**src/hdl/gaat_pkg.sv**
```systemverilog
// Shared types, constants and arithmetic helpers for the affine-gap trace unit.
`default_nettype none
package gaat_pkg;

   localparam int MAX_QUERY   = 64;
   localparam int ALPHABET    = 32;
   localparam int SCORE_BITS  = 32;
   localparam int ROW_BITS    = 6;
   localparam int SYM_BITS    = 5;
   localparam int LEN_BITS    = 7;
   localparam int GAP_BITS    = 8;
   localparam int VALUE_BITS  = 8;
   localparam int COL_BITS    = 16;
   localparam int TADDR_BITS  = ROW_BITS + SYM_BITS;
   localparam int TABLE_DEPTH = 1 << TADDR_BITS;
   localparam int WIDE_BITS   = SCORE_BITS + 2;
   localparam int TRACE_BITS  = 7;
   localparam int CSR_IDX_BITS = 2;

   localparam logic [CSR_IDX_BITS-1:0] CSR_GAP_OPEN     = 2'd0;
   localparam logic [CSR_IDX_BITS-1:0] CSR_GAP_EXTEND   = 2'd1;
   localparam logic [CSR_IDX_BITS-1:0] CSR_QUERY_LENGTH = 2'd2;
   localparam logic [CSR_IDX_BITS-1:0] CSR_PROFILE_MODE = 2'd3;

   localparam logic [1:0] CMD_LOAD_SCORE = 2'd0;
   localparam logic [1:0] CMD_LOAD_QUERY = 2'd1;
   localparam logic [1:0] CMD_DATABASE   = 2'd2;
   localparam logic [1:0] CMD_UNUSED     = 2'd3;

   localparam int TR_E_OPEN = 0;
   localparam int TR_E_EXT  = 1;
   localparam int TR_F_OPEN = 2;
   localparam int TR_F_EXT  = 3;
   localparam int TR_DIAG   = 4;
   localparam int TR_INS    = 5;
   localparam int TR_DEL    = 6;

   localparam logic signed [WIDE_BITS-1:0] SC_MAX_W =
      {{(WIDE_BITS-SCORE_BITS+1){1'b0}}, {(SCORE_BITS-1){1'b1}}};
   localparam logic signed [WIDE_BITS-1:0] SC_MIN_W = ~SC_MAX_W;
   localparam logic signed [SCORE_BITS-1:0] NEG_INF =
      {2'b11, {(SCORE_BITS-2){1'b0}}};

   typedef enum logic [1:0] {
      OP_SCORE  = 2'd0,
      OP_QUERY  = 2'd1,
      OP_COLUMN = 2'd2
   } op_type;

   typedef struct packed {
      op_type                        op;
      logic [ROW_BITS-1:0]           row;
      logic [SYM_BITS-1:0]           symbol;
      logic signed [VALUE_BITS-1:0]  score_value;
      logic                          last;
   } item_type;

   typedef struct packed {
      logic [GAP_BITS-1:0] gap_open;
      logic [GAP_BITS-1:0] gap_extend;
      logic [LEN_BITS-1:0] query_length;
      logic                profile_mode;
   } cfg_type;

   function automatic logic signed [WIDE_BITS-1:0] wext(input logic signed [SCORE_BITS-1:0] x);
      return {{(WIDE_BITS-SCORE_BITS){x[SCORE_BITS-1]}}, x};
   endfunction

   function automatic logic signed [WIDE_BITS-1:0] wgap(input logic [GAP_BITS-1:0] g);
      return {{(WIDE_BITS-GAP_BITS){1'b0}}, g};
   endfunction

   function automatic logic signed [SCORE_BITS-1:0] sat(input logic signed [WIDE_BITS-1:0] x);
      logic signed [SCORE_BITS-1:0] r;
      if (x > SC_MAX_W) begin
         r = SC_MAX_W[SCORE_BITS-1:0];
      end else if (x < SC_MIN_W) begin
         r = SC_MIN_W[SCORE_BITS-1:0];
      end else begin
         r = x[SCORE_BITS-1:0];
      end
      return r;
   endfunction

endpackage
`default_nettype wire

```
**src/hdl/gaat_front.sv**
```systemverilog
// Front end: accepts transactions, classifies commands, drops unused ones and queues the rest for the engine.
`default_nettype none
module gaat_front import gaat_pkg::*; (
   input  wire logic                          clock,
   input  wire logic                          reset,
   input  wire logic                          req_valid,
   output      logic                          req_stall,
   input  wire logic [1:0]                    req_cmd,
   input  wire logic [ROW_BITS-1:0]           req_row,
   input  wire logic [SYM_BITS-1:0]           req_symbol,
   input  wire logic signed [VALUE_BITS-1:0]  req_score_value,
   input  wire logic                          req_end_of_database,
   output      logic                          q_valid,
   output      item_type                      q_item,
   input  wire logic                          q_pop
);

   item_type   q_mem_ff [2];
   logic       wr_ptr_ff, wr_ptr_in;
   logic       rd_ptr_ff, rd_ptr_in;
   logic [1:0] count_ff, count_in;
   logic       push;
   logic       keep;
   item_type   push_item;

   always_comb begin
      keep                  = 1'b1;
      push_item.op          = OP_COLUMN;
      push_item.row         = req_row;
      push_item.symbol      = req_symbol;
      push_item.score_value = req_score_value;
      push_item.last        = req_end_of_database;
      unique case (req_cmd)
         CMD_LOAD_SCORE: push_item.op = OP_SCORE;
         CMD_LOAD_QUERY: push_item.op = OP_QUERY;
         CMD_DATABASE:   push_item.op = OP_COLUMN;
         CMD_UNUSED:     keep = 1'b0;
         default:        keep = 1'b0;
      endcase
   end

   assign req_stall = (count_ff == 2'd2);
   assign push      = req_valid && !req_stall && keep;
   assign q_valid   = (count_ff != 2'd0);
   assign q_item    = q_mem_ff[rd_ptr_ff];

   always_comb begin
      wr_ptr_in = push ? !wr_ptr_ff : wr_ptr_ff;
      rd_ptr_in = q_pop ? !rd_ptr_ff : rd_ptr_ff;
      count_in  = count_ff + {1'b0, push} - {1'b0, q_pop};
   end

   always_ff @(posedge clock) begin
      if (push) begin
         q_mem_ff[wr_ptr_ff] <= push_item;
      end
   end

   always_ff @(posedge clock) begin
      if (reset) begin
         wr_ptr_ff <= 1'b0;
         rd_ptr_ff <= 1'b0;
         count_ff  <= 2'd0;
      end else begin
         wr_ptr_ff <= wr_ptr_in;
         rd_ptr_ff <= rd_ptr_in;
         count_ff  <= count_in;
      end
   end

endmodule
`default_nettype wire

```
**config.mk**
```make
export PLATFORM = sky130hd
export DESIGN_NAME = gaat_front
export DESIGN_NICKNAME = d
export VERILOG_FILES = /design/src/hdl/gaat_pkg.sv /design/src/hdl/gaat_front.sv
export SDC_FILE = /design/constraint.sdc
export NUM_CORES = 1
export LEC_CHECK = 0
export BUFFER_PORTS_ARGS = -buffer_cell sky130_fd_sc_hd__buf_4
export CORE_AREA = 5 5 74 76
export DETAILED_ROUTE_END_ITERATION = 7
export DIE_AREA = 0 0 79 81
export PLACE_DENSITY = 0.68
export RECOVER_POWER = 25
export SLEW_MARGIN = 5
export SYNTH_ARGS = -nofsm -noshare
export SYNTH_HDL_FRONTEND = slang
export SYNTH_SLANG_ARGS = --single-unit
```
**constraint.sdc**
```tcl
create_clock -name clock -period 2.8 [get_ports clock]
set_clock_uncertainty 0.05 [all_clocks]
set_input_delay 0.56 -clock clock [delete_from_list [all_inputs] [get_ports clock]]
set_output_delay 0.56 -clock clock [all_outputs]
set_load 0.005 [all_outputs]
```
==> impl_metrics.ini <==
[clocking]
cts_setup_buffers = 0
cts-hold-fix-buffers = 0
clkTransAtPathRegs_ns = 0.08
cts_tree = yes
htreeDepth = 2
insertion_delay_ns = 0.29
numCtsBuffers = 5
cts_resized = 0
clock-sinks = 49
clock-root-buffer = clkbuf_8
cts_buffer_depth = 2

[die]
die_x_um = 79
die_area_mm2 = 0.00640
placeableCoreArea_mm2 = 0.00466
boundaryPins = 50
rows = 25
die_y_um = 81
initial_core_util_pct = 39.7

[placement]
place_area_mm2 = 0.00229
hpwl_um = 2410
portBuffers = 49
place.gp.congestion = 0.719

[hold_path]
min-delay-path-class = in2reg

[timing]
finalMaxSlewViolations = 0
slew_headroom_pct = 71.6
tns_ns = 0
tightest_slew_ns = 0.425
rsz0062_at_grt = no
fin_crit_sh_pct = 81.2
setup_viol = 0
fmax_mhz = 440
fin_crit_ns = 2.27
hold_viol = 0

[logic_synthesis]
synthCells = 96
synth_cell_types = 18
ys_seq_elements = 49
synthMuxAreaShare_pct = 14.2
synth_xor_area_share_pct = 0.948
synth-compound-area-share_pct = 0
synth-simple-area-share_pct = 5.15
synth_area_mm2 = 0.00185
syn_avg_cell_area_um2 = 19.3
synth_top_family_by_area = multiplexers
synthAdderAreaFrac_pct = 1.35
synth_warnings = 0
syn_nets = 124
ys_seq_area_share_pct = 76.9

[drt]
drt-total-wl_um = 3180
drt_iter0_markers = 28
viasPerCell = 4.72
wl_per_cell_um = 15.4
drc = 0
drt_pass1_iterations = 2
postRouteAntennaNets = 0
vias = 977

[power_and_ir_drop]
power.density_mw_per_mm2 = 649
p_leak_nw = 0.890
ir_worst_vdd_v = 0.000279

[layout]
num_antenna_cells = 0
design_area_mm2 = 0.00236
final_nets = 180
drive_gt1_share_pct = 53.6
area_growth_pct = 27.5

[critical_path]
cp_max_fo = 13
cp-end-kind = output port
criticalPathCategory = reg2out
start_kind = flop
cp.required_ns = 2.19
arrival_ns = 1.66

[global_route]
antenna_found_initial = 0
grt_usage_pct = 10.6
grt_pass1_wl_um = 5090
grt_max_degree = 16
grt_pass1_vias = 1043
overflow = 0

[run]
cap_violations = 0

[run_status]
status = complete, no violations
==> flip-flops by register name (all words and copies together), names as in the netlist, named ones only <==
signal and flops:
q_mem_ff 44, count_ff 2, rd_ptr_ff 1, wr_ptr_ff 1
==> layout make-up <==
class	instances	area (µm²)
clock buffers	5	68.8
multi-input cells	42	405
fillers	410	2300
well taps	54	67.6
flip-flops and latches	49	1420
inverters	2	7.51
clock inverters	3	17.5
repair buffers	52	368
==> placed cells by master, fill, tap and decap left out <==
cell type	n
nor2b_4	1
clkinv_1	1
inv_1	2
nand2_1	1
nor2b_1	2
clkbuf_4	9
edfxtp_1	44
nand3b_4	1
dfxtp_1	5
nor2_1	5
or2_2	1
mux2_2	22
mux2_4	1
nor2_2	2
ha_1	2
xnor2_1	1
clkinv_4	1
and2_2	1
buf_4	37
clkbuf_8	5
xor2_1	1
clkinv_2	1
clkbuf_1	6
nor3_1	1
==> Yosys cell counts <==
cell / n / area, µm²
nand2_1: 1 / 3.75
mux2_2: 22 / 248
nor2b_4: 1 / 13.8
clkbuf_1: 1 / 3.75
nor3_1: 1 / 5.00
or2_2: 1 / 6.26
mux2_4: 1 / 15.0
xnor2_1: 1 / 8.76
nor2_1: 7 / 26.3
nor2b_1: 2 / 12.5
edfxtp_1: 44 / 1320
inv_1: 2 / 7.51
ha_1: 2 / 25.0
buf_4: 2 / 15.0
dfxtp_1: 5 / 100
nand3b_4: 1 / 20.0
and2_2: 1 / 7.51
xor2_1: 1 / 8.76
==> per-layer routing <==
metal,GRT usage [%],up-vias,wire [µm]
met1,12.6,468,1340
li1,-,467,-
met4,3.61,0,29
met5,0,-,0
met3,4.77,4,280
met2,17.1,38,1530
==> logic make-up after synthesis <==
logic type                 count (synthesis)
muxes                                     23
DFF                                       49
buffers and inverters                      5
adders and majority gates                  2
and+or+nand+nor                           15
xor gates and xnor gates                   2
==> power breakdown <==
part / switching, mW / internal [mW]
Clock: 0.215 / 0.173
Sequential: 0.0251 / 0.866
Combinational: 0.104 / 0.148
==> through the flow <==
stage | utilization (%) | power (mW) | instances | worst slack [ns] | hold WS [ns]
finish | 50.6 | 1.53 | 207 | 0.526 | 0.406
global route | 50.6 | 1.61 | 207 | 0.433 | 0.389
detailed placement | 49.2 | 1.17 | 199 | 0.780 | 0.451
global placement | 49.2 | 1.16 | 199 | 0.851 | 0.452
CTS | 51.0 | 1.56 | 207 | 0.501 | 0.386
floorplan | - | 1.03 | 96 | 0.647 | 0.430
==> path summary, 6_finish.rpt <==
check / slack (ns) / end / depth (start not counted) / startpoint
min: 0.41 / q_mem_ff[0][11] / 1 / req_symbol[2]
min reg2reg: 0.48 / flop / 2 / rd_ptr_ff
max: 0.53 / q_item[5] / 3 / flop
max reg2reg: 1.07 / count_ff[1] / 8 / count_ff[1]
==> worst max-delay path: stages (launching register included) <==
cell	delay [ns]
dfxtp_1	0.57
buf_4	0.30
mux2_2	0.36
buf_4	0.14
Power figures use the tool's default switching activity.
